===== config.mk =====
export PLATFORM = sky130hd
export DESIGN_NAME = lasa_cell
export DESIGN_NICKNAME = d
export VERILOG_FILES = /design/src/hdl/lasa_pkg.sv /design/src/hdl/lasa_cell.sv
export SDC_FILE = /design/constraint.sdc
export NUM_CORES = 1
export LEC_CHECK = 0
export BUFFER_PORTS_ARGS = -buffer_cell sky130_fd_sc_hd__clkbuf_2
export CORE_MARGIN = 1
export CORE_UTILIZATION = 26
export DETAILED_ROUTE_END_ITERATION = 12
export HOLD_SLACK_MARGIN = 0.02
export MAX_ROUTING_LAYER = met4
export PLACE_DENSITY = 0.4
export SLEW_MARGIN = 20
export SYNTH_ARGS = -nofsm -noshare
export SYNTH_HDL_FRONTEND = slang
export SYNTH_SLANG_ARGS = --single-unit

===== constraint.sdc =====
create_clock -name aclk -period 17.9 [get_ports aclk]
set_clock_uncertainty 0.05 [all_clocks]
set_input_delay 0.895 -clock aclk [delete_from_list [all_inputs] [get_ports aclk]]
set_output_delay 0.895 -clock aclk [all_outputs]
set_load 0.05 [all_outputs]

===== src/hdl/lasa_pkg.sv =====
// Shared types, constants and arithmetic helpers for the affine-gap local alignment block.
package lasa_pkg;

    localparam int unsigned MAX_QUERY_DEF   = 64;
    localparam int unsigned SYMBOL_BITS_DEF = 4;

    localparam int unsigned SYMBOL_FIELD_W = 4;
    localparam int unsigned SCORE_OUT_W    = 15;
    localparam int unsigned S_TDATA_W      = 8;
    localparam int unsigned M_TDATA_W      = 16;
    localparam int unsigned APB_ADDR_W     = 4;
    localparam int unsigned APB_DATA_W     = 32;
    localparam int unsigned WIDE_W         = 18;

    localparam logic [7:0] GAP_OPEN_RST   = 8'd33;
    localparam logic [7:0] GAP_EXTEND_RST = 8'd7;
    localparam logic [6:0] MATCH_RST      = 7'd10;
    localparam logic [7:0] MISMATCH_RST   = 8'hF1;

    typedef enum logic [1:0] {
        REG_GAP_OPEN   = 2'd0,
        REG_GAP_EXTEND = 2'd1,
        REG_MATCH      = 2'd2,
        REG_MISMATCH   = 2'd3
    } reg_idx_t;

    typedef logic signed [15:0]       score_t;
    typedef logic signed [WIDE_W-1:0] wide_t;

    typedef struct packed {
        logic [7:0]        open_pen;
        logic [7:0]        gap_ext;
        logic [6:0]        match;
        logic signed [7:0] mismatch;
        logic [8:0]        open_ext;
    } cfg_t;

    // one database symbol travelling along the row of cells
    typedef struct packed {
        logic                      valid;
        logic                      first;
        logic                      last;
        logic [SYMBOL_FIELD_W-1:0] dsym;
        score_t                    left;
        score_t                    qgap;
        score_t                    diag;
        score_t                    best;
    } token_t;

    function automatic score_t clamp16(input wide_t v);
        score_t r;
        if (v > wide_t'(32767)) begin
            r = 16'sd32767;
        end else if (v < -wide_t'(32768)) begin
            r = -16'sd32768;
        end else begin
            r = score_t'(v);
        end
        return r;
    endfunction

    function automatic wide_t wmax(input wide_t a, input wide_t b);
        return (a > b) ? a : b;
    endfunction

    function automatic score_t smax(input score_t a, input score_t b);
        return (a > b) ? a : b;
    endfunction

endpackage


===== src/hdl/lasa_cell.sv =====
// One query cell: holds a query symbol and its column state, applies the Gotoh update.
module lasa_cell import lasa_pkg::*; #(
    parameter int unsigned INDEX = 0,
    parameter int unsigned LEN_W = 7,
    parameter int unsigned CMP_W = 4
) (
    input  logic                      aclk,
    input  logic                      aresetn,
    input  logic                      advance,
    input  cfg_t                      cfg,
    input  logic                      wr_valid,
    input  logic [LEN_W-1:0]          wr_idx,
    input  logic [SYMBOL_FIELD_W-1:0] wr_sym,
    input  logic [LEN_W-1:0]          qlen,
    input  token_t                    tok_in,
    output token_t                    tok_out
);

    logic [CMP_W-1:0] qsym_reg;
    score_t           h_reg;
    score_t           e_reg;
    token_t           tok_reg;
    token_t           tok_next;

    logic   active;
    wide_t  ext_w;
    wide_t  oe_w;
    wide_t  sub_w;
    score_t h_cur;
    score_t e_cur;
    score_t qgap_n;
    score_t e_n;
    score_t diag_s;
    score_t h_n;

    assign active = LEN_W'(INDEX) < qlen;
    assign ext_w  = wide_t'({1'b0, cfg.gap_ext});
    assign oe_w   = wide_t'({1'b0, cfg.open_ext});
    assign sub_w  = (qsym_reg == tok_in.dsym[CMP_W-1:0])
                  ? wide_t'({1'b0, cfg.match}) : wide_t'(cfg.mismatch);

    // first symbol of a database sequence sees a freshly cleared column
    assign h_cur = tok_in.first ? '0 : h_reg;
    assign e_cur = tok_in.first ? -score_t'({1'b0, cfg.open_pen}) : e_reg;

    assign qgap_n = clamp16(wmax(wide_t'(tok_in.qgap) - ext_w, wide_t'(tok_in.left) - oe_w));
    assign e_n    = clamp16(wmax(wide_t'(e_cur) - ext_w, wide_t'(h_cur) - oe_w));
    assign diag_s = clamp16(wide_t'(tok_in.diag) + sub_w);
    assign h_n    = smax(smax(diag_s, '0), smax(qgap_n, e_n));

    always_comb begin
        tok_next = tok_in;
        if (active) begin
            tok_next.left = h_n;
            tok_next.qgap = qgap_n;
            tok_next.diag = h_cur;
            tok_next.best = smax(tok_in.best, h_n);
        end
    end

    always_ff @(posedge aclk) begin
        if (wr_valid && (wr_idx == LEN_W'(INDEX))) begin
            qsym_reg <= wr_sym[CMP_W-1:0];
        end
        if (advance && tok_in.valid && active) begin
            h_reg <= h_n;
            e_reg <= e_n;
        end
    end

    always_ff @(posedge aclk) begin
        if (!aresetn) begin
            tok_reg.valid <= 1'b0;
        end else if (advance) begin
            tok_reg <= tok_next;
        end
    end

    assign tok_out = tok_reg;

endmodule


==> metrics.csv <==
metric,value,unit
status,"finished, final reports clean",
fmax,0.0669,GHz
grt_max_degree,51,
synth_warnings,0,
grt_pass1_wl,61700,um
die_x,208,um
synth.distinct_cells,90,
synth-edff-count,106,
cts_root_buf,clkbuf_16,
drive_gt1_share,22.3,%
syn-num-nets,1519,
synth_seq_area_share,28.9,%
instances_no_fill,1987,
numCtsBuffers,9,
synth_seq_cells,107,
wl_per_cell,21.0,um
ys_async_sr_fraction,0,%
gp_congestion,0.891,
final_common_cell,clkbuf_2,
fp.dieH,208,um
initial_core_util,26.4,%
critPathKind,primary input to flip-flop,
min_period,14.96,ns
crit_fanout,39,
wl,41700,um
rsz0062_at_grt,no,
dp.cells,1970,
hpwl,34100,um
syn_area_per_cell,8.87,sq um
synth_ff_type,edfxtp_1,
grt_overflow,0,
syn2layout_area_growth,17.5,%
largest_reg_flops,71,
hp-class,flip-flop to flip-flop,
worst_pin_slew,1.06,ns
critPathCaptureType,flip-flop,
htree_levels,3,
cts_max_path_buffers,2,
startpoint_type,primary input,
synth_top_area_share,28.7,%
netlist_area,0.0111,sq mm
finalCritPeriodShare,83.6,%
timing.max_slew.rel_slack,28.5,%
dr.pass1.iters,5,
cts-resized-gates,0,
first_global_vias,9931,
antenna_found_initial,1,
vias,10100,
final_cell_mix,"clkbuf_2, ha_1, nor2_1, edfxtp_1, nand2_1",
drv_slew,0,
crit_path_max_incr_delay,0.72,ns
netlist_instances,1250,
synth_area_leaders,"edfxtp_1, ha_1, nor2_1",
cp.required,18.06,ns
ios,204,
io_buffers,203,
viasPerCell,5.10,
cts.sinks,107,
clock_latency,0.38,ns
multi_input_area,0.00740,sq mm
clk_pin_slew_worst_paths,0.08,ns
setup_violations,0,
core_area,0.0420,sq mm
num-fill-cells,4494,
drc,0,
num_rows,75,
regArea,0.00320,sq mm
cpMaxStageDelayCell,a31oi_1,
ant_nets,0,
cts_tree,done,
nets,1711,
yosysTopAreaCell,edfxtp_1,
worst-endpoint-arrival,15.11,ns
drtIter0Drc,638,
grt_usage,19.8,%
setup_tns,0,ns
postCtsSetupRepairBufs,0,
cts_hold_buf,0,
hold_violations,0,
maxCapViolCount,0,
die_area,0.0435,sq mm
metal layers:
metal / global-route usage, % / share of wire (%) / up-vias
li1: - / - / 5006
met1: 26.0 / 47 / 4807
met2: 30.9 / 46 / 276
met3: 3.32 / 5.0 / 41
met5: - / 0 / -
met4: 5.87 / 1.9 / 0
critical path, delay by kind of cell:
kind	cells	cell delay, ns
AOI/OAI and AO/OA	32	7.58
and+or+nand+nor	14	2.84
adders and majority gates	6	1.82
buffers and inverters	7	1.33
muxes	1	0.58
Yosys cell counts (6+ instances only):
library cell,count
clkbuf_1,24
edfxtp_1,106
and2_1,12
nand2b_1,19
xnor2_1,35
mux2_2,32
or2_2,12
a21oi_1,88
ha_1,131
a31oi_1,11
and3_1,7
o21a_1,32
nand3_1,17
mux2i_2,8
o31ai_1,10
o21ai_1,13
inv_1,91
a21o_1,26
a211oi_1,10
o221ai_1,14
nor2_1,119
xor2_1,22
nand2_1,98
nor4_1,9
nor3_1,25
or3_1,6
mux2i_1,15
o211ai_1,10
a21boi_0,6
o21ai_0,77
nand4_1,15
o31a_1,7
nor2b_1,36
final timing paths:
check	start	end	slack [ns]	cells after the start
min	tok_out[70]	tok_out[70]	0.44	2
max reg2reg	h_reg[2]	tok_out[5]	3.94	55
max	tok_in[69]	tok_out[5]	2.94	60
min reg2reg	tok_out[70]	tok_out[70]	0.44	2
cell families (layout without fill, tap and decap cells):
| group | count (synthesis) | in the layout | share of synthesized area (%) |
|---|---|---|---|
| AOI/OAI and AO/OA | 361 | 361 | 22.0 |
| muxes | 58 | 58 | 6.00 |
| and+or+nand+nor | 402 | 402 | 18.2 |
| DFF | 107 | 107 | 28.9 |
| adders and majority gates | 138 | 138 | 15.9 |
| buffers and inverters | 126 | 323 | 4.44 |
| other | 1 | 2 | 0.0338 |
| xor gates and xnor gates | 57 | 57 | 4.50 |
final cells by class:
| type | instances | area share (%) |
|---|---|---|
| multi-input combinational | 1017 | 56.8 |
| sequential | 107 | 24.6 |
| timing repair buffer | 215 | 8.49 |
| tap | 539 | 5.18 |
| inverter | 92 | 2.65 |
| clock buffer | 10 | 1.76 |
| clock inverter | 6 | 0.471 |
| antenna | 1 | 0.0192 |
stage by stage:
| stage | area [sq um] | setup WS (ns) | hold WS (ns) | util, % |
|---|---|---|---|---|
| 2_1_floorplan | 11100 | 4.77 | 0.548 | - |
| 3_3_place_gp | 12700 | 2.77 | 0.416 | 30.3 |
| 3_5_place_dp | 12700 | 2.54 | 0.432 | 30.3 |
| 4_1_cts | 13000 | 2.93 | 0.444 | 31.0 |
| 5_1_grt | 13000 | 1.64 | 0.486 | 31.0 |
| 6_report | 13000 | 2.94 | 0.436 | 31.0 |
Power is left out: the tool's default activity adds up to more than one toggle a clock period on the data nets, which glitch-free logic cannot reach.
