File: src/hdl/lasa_pkg.sv
// Shared types, constants and arithmetic helpers for the affine-gap local alignment block.
package lasa_pkg;

    localparam int unsigned MAX_QUERY_DEF   = 64;
    localparam int unsigned SYMBOL_BITS_DEF = 4;

    localparam int unsigned SYMBOL_FIELD_W = 4;
    localparam int unsigned SCORE_OUT_W    = 15;
    localparam int unsigned S_TDATA_W      = 8;
    localparam int unsigned M_TDATA_W      = 16;
    localparam int unsigned APB_ADDR_W     = 4;
    localparam int unsigned APB_DATA_W     = 32;
    localparam int unsigned WIDE_W         = 18;

    localparam logic [7:0] GAP_OPEN_RST   = 8'd33;
    localparam logic [7:0] GAP_EXTEND_RST = 8'd7;
    localparam logic [6:0] MATCH_RST      = 7'd10;
    localparam logic [7:0] MISMATCH_RST   = 8'hF1;

    typedef enum logic [1:0] {
        REG_GAP_OPEN   = 2'd0,
        REG_GAP_EXTEND = 2'd1,
        REG_MATCH      = 2'd2,
        REG_MISMATCH   = 2'd3
    } reg_idx_t;

    typedef logic signed [15:0]       score_t;
    typedef logic signed [WIDE_W-1:0] wide_t;

    typedef struct packed {
        logic [7:0]        open_pen;
        logic [7:0]        gap_ext;
        logic [6:0]        match;
        logic signed [7:0] mismatch;
        logic [8:0]        open_ext;
    } cfg_t;

    // one database symbol travelling along the row of cells
    typedef struct packed {
        logic                      valid;
        logic                      first;
        logic                      last;
        logic [SYMBOL_FIELD_W-1:0] dsym;
        score_t                    left;
        score_t                    qgap;
        score_t                    diag;
        score_t                    best;
    } token_t;

    function automatic score_t clamp16(input wide_t v);
        score_t r;
        if (v > wide_t'(32767)) begin
            r = 16'sd32767;
        end else if (v < -wide_t'(32768)) begin
            r = -16'sd32768;
        end else begin
            r = score_t'(v);
        end
        return r;
    endfunction

    function automatic wide_t wmax(input wide_t a, input wide_t b);
        return (a > b) ? a : b;
    endfunction

    function automatic score_t smax(input score_t a, input score_t b);
        return (a > b) ? a : b;
    endfunction

endpackage

File: src/hdl/lasa_regs.sv
// APB register file holding the gap penalties and substitution scores.
module lasa_regs import lasa_pkg::*; (
    input  logic                  aclk,
    input  logic                  aresetn,
    input  logic                  psel,
    input  logic                  penable,
    input  logic                  pwrite,
    input  logic [APB_ADDR_W-1:0] paddr,
    input  logic [APB_DATA_W-1:0] pwdata,
    output logic [APB_DATA_W-1:0] prdata,
    output logic                  pready,
    output cfg_t                  cfg
);

    logic [7:0] open_pen_reg;
    logic [7:0] gap_ext_reg;
    logic [6:0] match_reg;
    logic [7:0] mismatch_reg;
    logic       wr_en;
    reg_idx_t   idx;

    assign pready = 1'b1;
    assign wr_en  = psel && penable && pwrite;
    assign idx    = reg_idx_t'(paddr[3:2]);

    always_ff @(posedge aclk) begin
        if (!aresetn) begin
            open_pen_reg <= GAP_OPEN_RST;
            gap_ext_reg  <= GAP_EXTEND_RST;
            match_reg    <= MATCH_RST;
            mismatch_reg <= MISMATCH_RST;
        end else if (wr_en) begin
            case (idx)
                REG_GAP_OPEN:   open_pen_reg <= pwdata[7:0];
                REG_GAP_EXTEND: gap_ext_reg  <= pwdata[7:0];
                REG_MATCH:      match_reg    <= pwdata[6:0];
                REG_MISMATCH:   mismatch_reg <= pwdata[7:0];
                default: ;
            endcase
        end
    end

    always_comb begin
        case (idx)
            REG_GAP_OPEN:   prdata = {24'd0, open_pen_reg};
            REG_GAP_EXTEND: prdata = {24'd0, gap_ext_reg};
            REG_MATCH:      prdata = {25'd0, match_reg};
            REG_MISMATCH:   prdata = {24'd0, mismatch_reg};
            default:        prdata = '0;
        endcase
    end

    assign cfg.open_pen = open_pen_reg;
    assign cfg.gap_ext  = gap_ext_reg;
    assign cfg.match    = match_reg;
    assign cfg.mismatch = $signed(mismatch_reg);
    assign cfg.open_ext = {1'b0, open_pen_reg} + {1'b0, gap_ext_reg};

endmodule

File: config.mk
export PLATFORM = sky130hd
export DESIGN_NAME = lasa_regs
export DESIGN_NICKNAME = d
export VERILOG_FILES = /design/src/hdl/lasa_pkg.sv /design/src/hdl/lasa_regs.sv
export SDC_FILE = /design/constraint.sdc
export NUM_CORES = 1
export LEC_CHECK = 0
export BUFFER_PORTS_ARGS = -buffer_cell sky130_fd_sc_hd__buf_2
export CAP_MARGIN = 20
export CORE_MARGIN = 4
export CORE_UTILIZATION = 44
export DETAILED_ROUTE_END_ITERATION = 16
export PLACE_DENSITY_LB_ADDON = 0.12
export SLEW_MARGIN = 15
export SYNTH_ARGS = -nofsm -noshare
export SYNTH_HDL_FRONTEND = slang
export SYNTH_SLANG_ARGS = --single-unit
export TNS_END_PERCENT = 30
File: constraint.sdc
create_clock -name aclk -period 2.1 [get_ports aclk]
set_input_delay 0.21 -clock aclk [delete_from_list [all_inputs] [get_ports aclk]]
set_output_delay 0.21 -clock aclk [all_outputs]
set_load 0.1 [all_outputs]
==> impl_results.md, run 1 <==
- Outcome: finished, final reports clean
- Final Non-Filler Cells: 299
- Syn Area/Cell: 10.4 sq um
- H-tree depth: 2
- # DRC: 0
- Post-layout min period: 2.06 ns
- Setup-failing EPs final: 0
- Worst Setup Start Kind: flip-flop
- Chip height: 74.1 microns
- CTS tree: built
- TritonRoute pass-1 iters: 4
- Share of cells above drive strength 1: 48.6%
- Layout area overhead: 34.1%
- Top-count cell post-synth: mux2i_1
- DR vias: 1,471
- Global Route Usage Sum: 16.3%
- Register area: 681 sq um
- Initial Utilization: 46.7%
- Vias in the first global route: 1,361
- # fillers: 348
- Cells after Synth: 184
- Register area share after synthesis: 32.3%
- Power density over cell area: 667 mW/mm^2
- Count of cell types in the netlist: 34
- Sink Count: 31
- Footprint of the multi-input gates: 0.00128 sq mm
- Initial drt markers: 36
- Fin crit share: 98.0%
- Antenna Nets Post-Route: 0
- Dominant synthesized flop cell: dfxtp_1
- Largest net degree at the start of global routing: 32
- # rows: 23
- Max-slew headroom: 57.4%
- Max Fanout on Critical Path: 4
- Hold depth: 3
- RSZ-0062 raised after global routing: yes
- Routed WL: 4360 microns
- Slowest cell on crit path: fa_2
- Final Max Slew Viols: 0
- Post-CTS Hold Buffers: 0
- DR WL/cell: 14.6 microns
- Clk slew on worst S/H paths: 0.07 ns
- CTS root buf: clkbuf_8
- Critical path required time: 1.89 ns
- Post-synth EDFFs: 0
- I/O Buffers: 62
- Overflow after GRT: 0
- Syn. warnings: 0
- Crit-path max cell delay: 0.37 ns
- Antenna Cells: 0
- Synthesis-stage register bit count: 31
- Worst-margin pin slew: 0.636 ns
- Crit path kind: flip-flop to output pin
- Final hold violations: 0
- Main area contributors after synthesis: dfxtp_1 32%, mux2i_1 17%, buf_4 11%
- CTS Buf Count: 5
- Ys async rst share: 0%
- Highest Clock Rate: 0.486 GHz
- Clock Skew: 0 ns
- Commonest cells post-synth: 32 x mux2i_1, 31 x dfxtp_1, 28 x buf_4
- DIE AREA: 0.00549 sq mm
- Mapped cell area: 0.00192 sq mm
- Leak: 1.13 nW
- Cells after DPL: 290
- Top Ports: 114
- Share of the synthesized area in the top cell type: 32.3%
- Worst Hold Slack: 0.182 ns
- Net count, final: 298
- Maximum vdd ir drop: 0.369 mV
- Core footprint: 0.00412 sq mm
- Critical-path cell list: ha_4, fa_2, a21oi_4, o21bai_1, xor2_2, buf_12
- Clock latency on the worst-skew pair: 0.28 ns
- Setup crit end kind: output pin
- DR vias/cell: 4.92
- Largest area contributor in the netlist: dfxtp_1
- First-pass GRT wire length: 6800 microns
- Gp weighted congestion: 0.743
- Hpwl dp: 3220 microns
- Worst r2r path cells: 2
- Chip width: 74.1 microns
- Initial antenna violation count: 0
- CP arrival: 1.85 ns
- Clock buffer depth: 2
- HP Class: primary input to flip-flop
- Max Cap Viol: 0
==> final timing paths <==
| kind | start | to | slack [ns] |
|---|---|---|---|
| setup / recovery | gap_ext_reg[0] | cfg[4] | 0.04 |
| hold / removal | pwdata[7] | mismatch_reg[7] | 0.18 |
| setup reg to reg | gap_ext_reg[0] | gap_ext_reg[0] | 1.41 |
| hold reg to reg | mismatch_reg[6] | mismatch_reg[6] | 0.49 |
==> report_power, final <==
group	internal (mW)	switching (mW)	total, mW
clock	0.336	0.231	0.567
combinational	0.0950	0.469	0.564
sequential	0.578	0.00845	0.586
==> through the flow <==
step                      setup WS (ns)  power (mW)  utilization [%]  area [sq um]  TNS [ns]
after detailed placement          0.106        1.16             58.7          2420         0
after floorplan                  -0.611        1.12                -          2190     -1.74
after CTS                      -0.00471        1.72             61.8          2540  -0.00471
after global routing            -0.0350        1.78             62.6          2570    -0.101
final                            0.0410        1.72             62.6          2570         0
after global placement            0.111        1.16             58.7          2420         0
==> cells by family after synthesis <==
| family | after synthesis | share of synthesized area, % |
|---|---|---|
| DFF | 31 | 32.3 |
| and+or+nand+nor | 48 | 15.5 |
| muxes | 39 | 24.9 |
| other | 2 | 0.391 |
| AOI/OAI and AO/OA | 15 | 5.41 |
| buffers and inverters | 36 | 13.4 |
| xor gates and xnor gates | 4 | 1.82 |
| adders and majority gates | 9 | 6.25 |
==> layer usage <==
metal / track usage, % / vias up / share of wire, %
li1: - / 723 / -
met1: 21.6 / 690 / 45
met2: 25.6 / 56 / 46
met3: 5.00 / 2 / 8.1
met4: 4.83 / 0 / 0.55
met5: 0 / - / 0
==> area by class of cell <==
cell class,count,share of cell area [%]
Inverter,4,0.680
Tap cell,50,2.43
Clock inverter,1,0.194
Sequential cell,31,26.4
Timing Repair Buffer,66,16.4
Multi-Input combinational cell,140,49.7
Clock buffer,7,4.18
==> cell usage in the layout, fill, tap and decap left out, types with 2 or more instances in the layout <==
master,instances
a21oi_2,3
nor2b_1,20
mux2i_1,32
xor2_2,2
a21o_1,2
conb_1,25
dfxtp_4,16
nand3_1,2
nand3_2,2
buf_4,5
buf_2,56
mux4_2,7
inv_1,3
a311o_1,2
clkbuf_8,6
nand2_1,14
ha_4,5
buf_12,4
ha_1,3
clkbuf_16,2
dfxtp_1,15
==> critical path: cells and delay by family, from the launching register on <==
family,cells,cell delay (ns)
fa+ha+maj,2,0.55
flops,1,0.36
xor+xnor,1,0.19
buf+inv,1,0.20
compound gates,2,0.27
==> repair_timing <==
action / 4_1_cts / 5_1_grt
buffers inserted: 0 / 1
gates cloned: 0 / 0
resized for setup: 5 / 6
endpoints found under the setup margin: 4 / 5
hold endpoints to repair: 0 / 0
pin swaps: 2 / 6
Note: power is estimated with default switching activity, not from simulation.
==> inputs of run 2 (changes only) <==
--- a/config.mk
+++ b/config.mk
@@ -7,8 +7,10 @@
 export LEC_CHECK = 0
 export BUFFER_PORTS_ARGS = -buffer_cell sky130_fd_sc_hd__buf_2
 export CAP_MARGIN = 20
+export CELL_PAD_IN_SITES_DETAIL_PLACEMENT = 0
+export CELL_PAD_IN_SITES_GLOBAL_PLACEMENT = 1
 export CORE_MARGIN = 4
-export CORE_UTILIZATION = 44
+export CORE_UTILIZATION = 31
 export DETAILED_ROUTE_END_ITERATION = 16
 export PLACE_DENSITY_LB_ADDON = 0.12
 export SLEW_MARGIN = 15
==> impl_results.md, run 2 (same netlist as run 1, synthesis figures left out) <==
- Outcome: finished, final reports clean (unchanged)
- Top Ports: 114 (unchanged)
- Max Cap Viol: 0 (unchanged)
- Share of cells above drive strength 1: 46.4% (was 48.6%)
- Leak: 1.10 nW (was 1.13 nW)
- Max Fanout on Critical Path: 4 (unchanged)
- CTS tree: built (unchanged)
- Layout area overhead: 32.5% (was 34.1%)
- DR vias/cell: 4.62 (was 4.92)
- DR vias: 1,491 (was 1,471)
- Chip height: 86.7 microns (was 74.1 microns)
- R2r setup slk: 1.41 ns (about the same)
- Initial Utilization: 32.2% (was 46.7%)
- # DRC: 0 (unchanged)
- Crit-path max cell delay: 0.36 ns (was 0.37 ns)
- CTS root buf: clkbuf_8 (unchanged)
- Global Route Usage Sum: 12.7% (was 16.3%)
- HP Class: primary input to flip-flop (unchanged)
- TritonRoute pass-1 iters: 4 (unchanged)
- Commonest non-fill, non-tap cell in the layout: buf_2 (unchanged)
- Core footprint: 0.00596 sq mm (was 0.00412 sq mm)
- Clock Skew: 0 ns (unchanged)
- DP Area: 0.00245 sq mm (was 0.00242 sq mm)
- Final Non-Filler Cells: 323 (was 299)
- Maximum vdd ir drop: 0.297 mV (was 0.369 mV)
- Worst Hold Launch: pwdata[7] (unchanged)
- Post-layout min period: 2.10 ns (was 2.06 ns)
- Final core occ: 42.7% (was 62.6%)
- Worst Setup Start Kind: flip-flop (unchanged)
- Setup crit end kind: output pin (unchanged)
- Chip width: 86.7 microns (was 74.1 microns)
- Post-CTS Setup Inserts: 0 (unchanged)
- RSZ-0062 raised after global routing: yes (unchanged)
- Initial drt markers: 33 (was 36)
- Most frequent cells in the layout: 56 x buf_2, 32 x mux2i_1, 25 x conb_1 (unchanged)
- Worst-margin pin slew: 0.605 ns (was 0.636 ns)
- Net count, final: 297 (was 298)
- CP arrival: 1.89 ns (was 1.85 ns)
- # rows: 28 (was 23)
- Vias in the first global route: 1,377 (was 1,361)
- Highest Clock Rate: 0.477 GHz (was 0.486 GHz)
- First-pass GRT wire length: 7230 microns (was 6800 microns)
- Post-route cell area: 0.00254 sq mm (was 0.00257 sq mm)
- Reg2reg end: gap_ext_reg[1] (was gap_ext_reg[0])
- DIE AREA: 0.00752 sq mm (was 0.00549 sq mm)
- Gp weighted congestion: 0.743 (about the same)
- Critical path required time: 1.89 ns (about the same)
- Crit path kind: flip-flop to output pin (unchanged)
- Slowest cell on crit path: dfxtp_4 (was fa_2)
- Antenna Nets Post-Route: 0 (unchanged)
- Antenna Cells: 0 (unchanged)
- Fin crit share: 99.8% (was 98.0%)
- Critical-path cell list: ha_4, fa_2, a21oi_2, o21a_2, xnor2_4, buf_12 (was ha_4, fa_2, a21oi_4, o21bai_1, xor2_2, buf_12)
- Hpwl dp: 3550 microns (was 3220 microns)
- Final Max Slew Viols: 0 (unchanged)
- Reg-to-reg startpoint: gap_ext_reg[1] (was gap_ext_reg[0])
- CTS Buf Count: 5 (unchanged)
- Sink Count: 31 (unchanged)
- Worst Hold Slack: 0.189 ns (was 0.182 ns)
- H-tree depth: 2 (unchanged)
- Hold depth: 3 (unchanged)
- Setup-failing EPs final: 0 (unchanged)
- Clock buffer depth: 2 (unchanged)
- Clk slew on worst S/H paths: 0.07 ns (about the same)
- Max-slew headroom: 59.5% (was 57.4%)
- Overflow after GRT: 0 (unchanged)
- Power density over cell area: 628 mW/mm^2 (was 667 mW/mm^2)
- Worst r2r path cells: 2 (unchanged)
- Post-CTS Hold Buffers: 0 (unchanged)
- Setup TNS: 0 ns (unchanged)
- # fillers: 578 (was 348)
- I/O Buffers: 62 (unchanged)
- Largest net degree at the start of global routing: 32 (unchanged)
- Routed WL: 4790 microns (was 4360 microns)
- DR WL/cell: 14.8 microns (was 14.6 microns)
- Initial antenna violation count: 0 (unchanged)
- Cells after DPL: 315 (was 290)
- Final hold violations: 0 (unchanged)
- Clock latency on the worst-skew pair: 0.28 ns (about the same)
- Hold Path End: mismatch_reg[7] (unchanged)
-- run 2: worst max path at each step --
stage | startpoint | endpoint | slack [ns]
6_report | gap_ext_reg[0] | cfg[6] | 0.003
5_1_grt | gap_ext_reg[0] | cfg[6] | -0.04
4_1_cts | gap_ext_reg[0] | cfg[6] | -0.04
3_5_place_dp | gap_ext_reg[0] | cfg[8] | 0.05
3_3_place_gp | open_pen_reg[0] | cfg[8] | 0.07
2_1_floorplan | gap_ext_reg[2] | cfg[7] | -0.61
-- run 2: stage by stage --
step | setup slack [ns] | total power, mW
after global routing | -0.0425 | 1.65
final | 0.00342 | 1.60
after floorplan | -0.611 | 1.12
after global placement | 0.0669 | 1.16
after CTS | -0.0393 | 1.62
after detailed placement | 0.0540 | 1.16
-- run 2: per-layer routing --
layer,track usage (%),wire (microns),vias to the layer above
li1,-,-,722
met1,15.7,2170,712
met2,21.4,2270,50
met3,3.14,293,7
met4,4.25,62,0
met5,0,0,-
-- run 2: worst max-delay path: cells and delay by family, from the launching register on --
kind	cells	cell delay [ns]
compound gates	2	0.38
xor+xnor	1	0.14
fa+ha+maj	2	0.53
buf+inv	1	0.19
flops	1	0.36
-- run 2: final cells by class --
cell class | count | area (sq um) | share of cell area, %
timing repair buffer | 65 | 414 | 16.3
clock buffer | 8 | 80.1 | 3.15
inverter | 4 | 15.0 | 0.590
tap | 75 | 93.8 | 3.69
sequential | 31 | 681 | 26.7
multi-input combinational | 140 | 1260 | 49.6
-- run 2: timing repair --
item                                    4_1_cts  5_1_grt
gates resized for setup                       6        0
endpoints found under the setup margin        4        4
cloned                                        0        0
pin swaps                                     2        1
-- run 2: report_power, final --
part / leakage (nW) / internal [mW] / switching, mW
logic: 0.803 / 0.0927 / 0.470
clock network: 0.0395 / 0.235 / 0.213
registers: 0.259 / 0.578 / 0.00890
==> inputs of run 3 (changes only) <==
==> constraint.sdc (replaced) <==
create_clock -name aclk -period 2.2 [get_ports aclk]
set_input_delay 0.22 -clock aclk [delete_from_list [all_inputs] [get_ports aclk]]
set_output_delay 0.22 -clock aclk [all_outputs]
set_load 0.1 [all_outputs]
==> impl_results.md, run 3 (same netlist as run 1, synthesis figures left out) <==
- DR WL/cell: 14.8 microns (about the same)
- DR vias: 1,477 (was 1,491)
- Vias in the first global route: 1,467 (was 1,377)
- Layout area overhead: 32.1% (was 32.5%)
- Post-layout min period: 2.11 ns
- Final hold violations: 0 (unchanged)
- Maximum vdd ir drop: 0.327 mV (was 0.297 mV)
- H-tree depth: 2 (unchanged)
- Worst-margin pin slew: 0.649 ns (was 0.605 ns)
- CTS root buf: clkbuf_8 (unchanged)
- Post-route cell area: 0.00254 sq mm (about the same)
- Top Ports: 114 (unchanged)
- Overflow after GRT: 0 (unchanged)
- First-pass GRT wire length: 7510 microns (was 7230 microns)
- Most frequent cells in the layout: 57 x buf_2, 32 x mux2i_1, 25 x conb_1 (was 56 x buf_2, 32 x mux2i_1, 25 x conb_1)
- Cells after DPL: 315 (unchanged)
- Final Non-Filler Cells: 323 (unchanged)
- Highest Clock Rate: 0.475 GHz
- Max Cap Viol: 0 (unchanged)
- Sink Count: 31 (unchanged)
- Clk slew on worst S/H paths: 0.06 ns (was 0.07 ns)
- Gp weighted congestion: 0.726 (was 0.743)
- DIE AREA: 0.00752 sq mm (unchanged)
- DR vias/cell: 4.57 (was 4.62)
- Global Route Usage Sum: 13.0% (was 12.7%)
- Commonest non-fill, non-tap cell in the layout: buf_2 (unchanged)
- Fin crit share: 95.8%
- Crit path kind: flip-flop to output pin (unchanged)
- Max-slew headroom: 56.6% (was 59.5%)
- RSZ-0062 raised after global routing: no (was yes)
- Share of cells above drive strength 1: 46.8% (was 46.4%)
- # fillers: 614 (was 578)
- Initial drt markers: 56 (was 33)
- Largest net degree at the start of global routing: 32 (unchanged)
- Chip width: 86.7 microns (unchanged)
- Routed WL: 4770 microns (was 4790 microns)
- TritonRoute pass-1 iters: 4 (unchanged)
- Final core occ: 42.6% (was 42.7%)
- Max Fanout on Critical Path: 4 (unchanged)
- Tot Pwr: 1.54 mW (was 1.60 mW)
- CP arrival: 1.89 ns (about the same)
- # DRC: 0 (unchanged)
- Clock buffer depth: 2 (unchanged)
- Antenna Nets Post-Route: 0 (unchanged)
- Clock Skew: 0 ns (unchanged)
- Initial Utilization: 32.2% (unchanged)
- # rows: 28 (unchanged)
- Outcome: finished, final reports clean (unchanged)
- Worst Setup Start Kind: flip-flop (unchanged)
- HP Class: primary input to flip-flop (unchanged)
- Initial antenna violation count: 0 (unchanged)
- Hpwl dp: 3580 microns (was 3550 microns)
- Clock latency on the worst-skew pair: 0.27 ns (was 0.28 ns)
- I/O Buffers: 62 (unchanged)
- Net count, final: 297 (unchanged)
- Setup-failing EPs final: 0 (unchanged)
- Power density over cell area: 607 mW/mm^2 (was 628 mW/mm^2)
- Antenna Cells: 0 (unchanged)
- Leak: 1.10 nW (about the same)
- CTS tree: built (unchanged)
- DP Area: 0.00243 sq mm (was 0.00245 sq mm)
- Final Max Slew Viols: 0 (unchanged)
- Critical path required time: 1.98 ns (was 1.89 ns)
- Setup crit end kind: output pin (unchanged)
- CTS Buf Count: 5 (unchanged)
- Chip height: 86.7 microns (unchanged)
- Core footprint: 0.00596 sq mm (unchanged)
==> run 3: cell types whose count changed in the layout (fill, tap and decap cells not counted), sizes merged <==
cell    before  now
clkbuf       8    7
clkinv       0    1
==> run 3: final cells by class <==
class	count	area (sq um)	share of cell area (%)
Multi-Input combinational cell	140	1260	49.7
Timing Repair Buffer	65	395	15.6
Inverter	4	15.0	0.592
Tap cell	75	93.8	3.70
Clock inverter	1	3.75	0.148
Clock buffer	7	86.3	3.40
Sequential cell	31	681	26.8
==> run 3: repair_timing <==
| action | 4_1_cts | 5_1_grt |
|---|---|---|
| endpoints found under the setup margin | 3 | 3 |
| hold buffers | 0 | 0 |
| resized for setup | 4 | 1 |
| buffers inserted | 0 | 0 |
| endpoints found under the hold margin | 0 | 0 |
| pin swaps | 2 | 0 |
==> run 3: final timing paths <==
path	from	to	slack [ns]	cells after the start
max	gap_ext_reg[0]	cfg[6]	0.09	6
min	pwdata[7]	mismatch_reg[7]	0.20	3
max reg2reg	gap_ext_reg[1]	gap_ext_reg[1]	1.51	2
min reg2reg	mismatch_reg[6]	mismatch_reg[6]	0.49	2
==> run 3: worst max-delay path: stages, from the launching register on <==
cell and delay [ns]:
dfxtp_4 0.36, ha_4 0.18, fa_2 0.35, a21oi_2 0.16, o21a_2 0.23, xnor2_4 0.14, buf_12 0.19
==> run 3: through the flow <==
stage | setup TNS [ns] | hold slack (ns) | worst slack [ns]
finish | 0 | 0.198 | 0.0932
global route | 0 | 0.208 | 0.0431
CTS | 0 | 0.192 | 0.0429
detailed placement | 0 | 0.482 | 0.150
global placement | 0 | 0.477 | 0.155
floorplan | -1.14 | 0.344 | -0.521
==> run 3: per-layer routing <==
| layer | routed length, microns | GRT usage (%) | up-vias |
|---|---|---|---|
| li1 | - | - | 717 |
| met1 | 2110 | 16.0 | 709 |
| met2 | 2350 | 22.2 | 46 |
| met3 | 262 | 2.66 | 5 |
| met4 | 47 | 5.10 | 0 |
| met5 | 0 | 0 | - |
==> run 3: where the power goes <==
group / internal (mW) / switching [mW]
logic: 0.0851 / 0.447
registers: 0.552 / 0.00859
clock network: 0.250 / 0.198
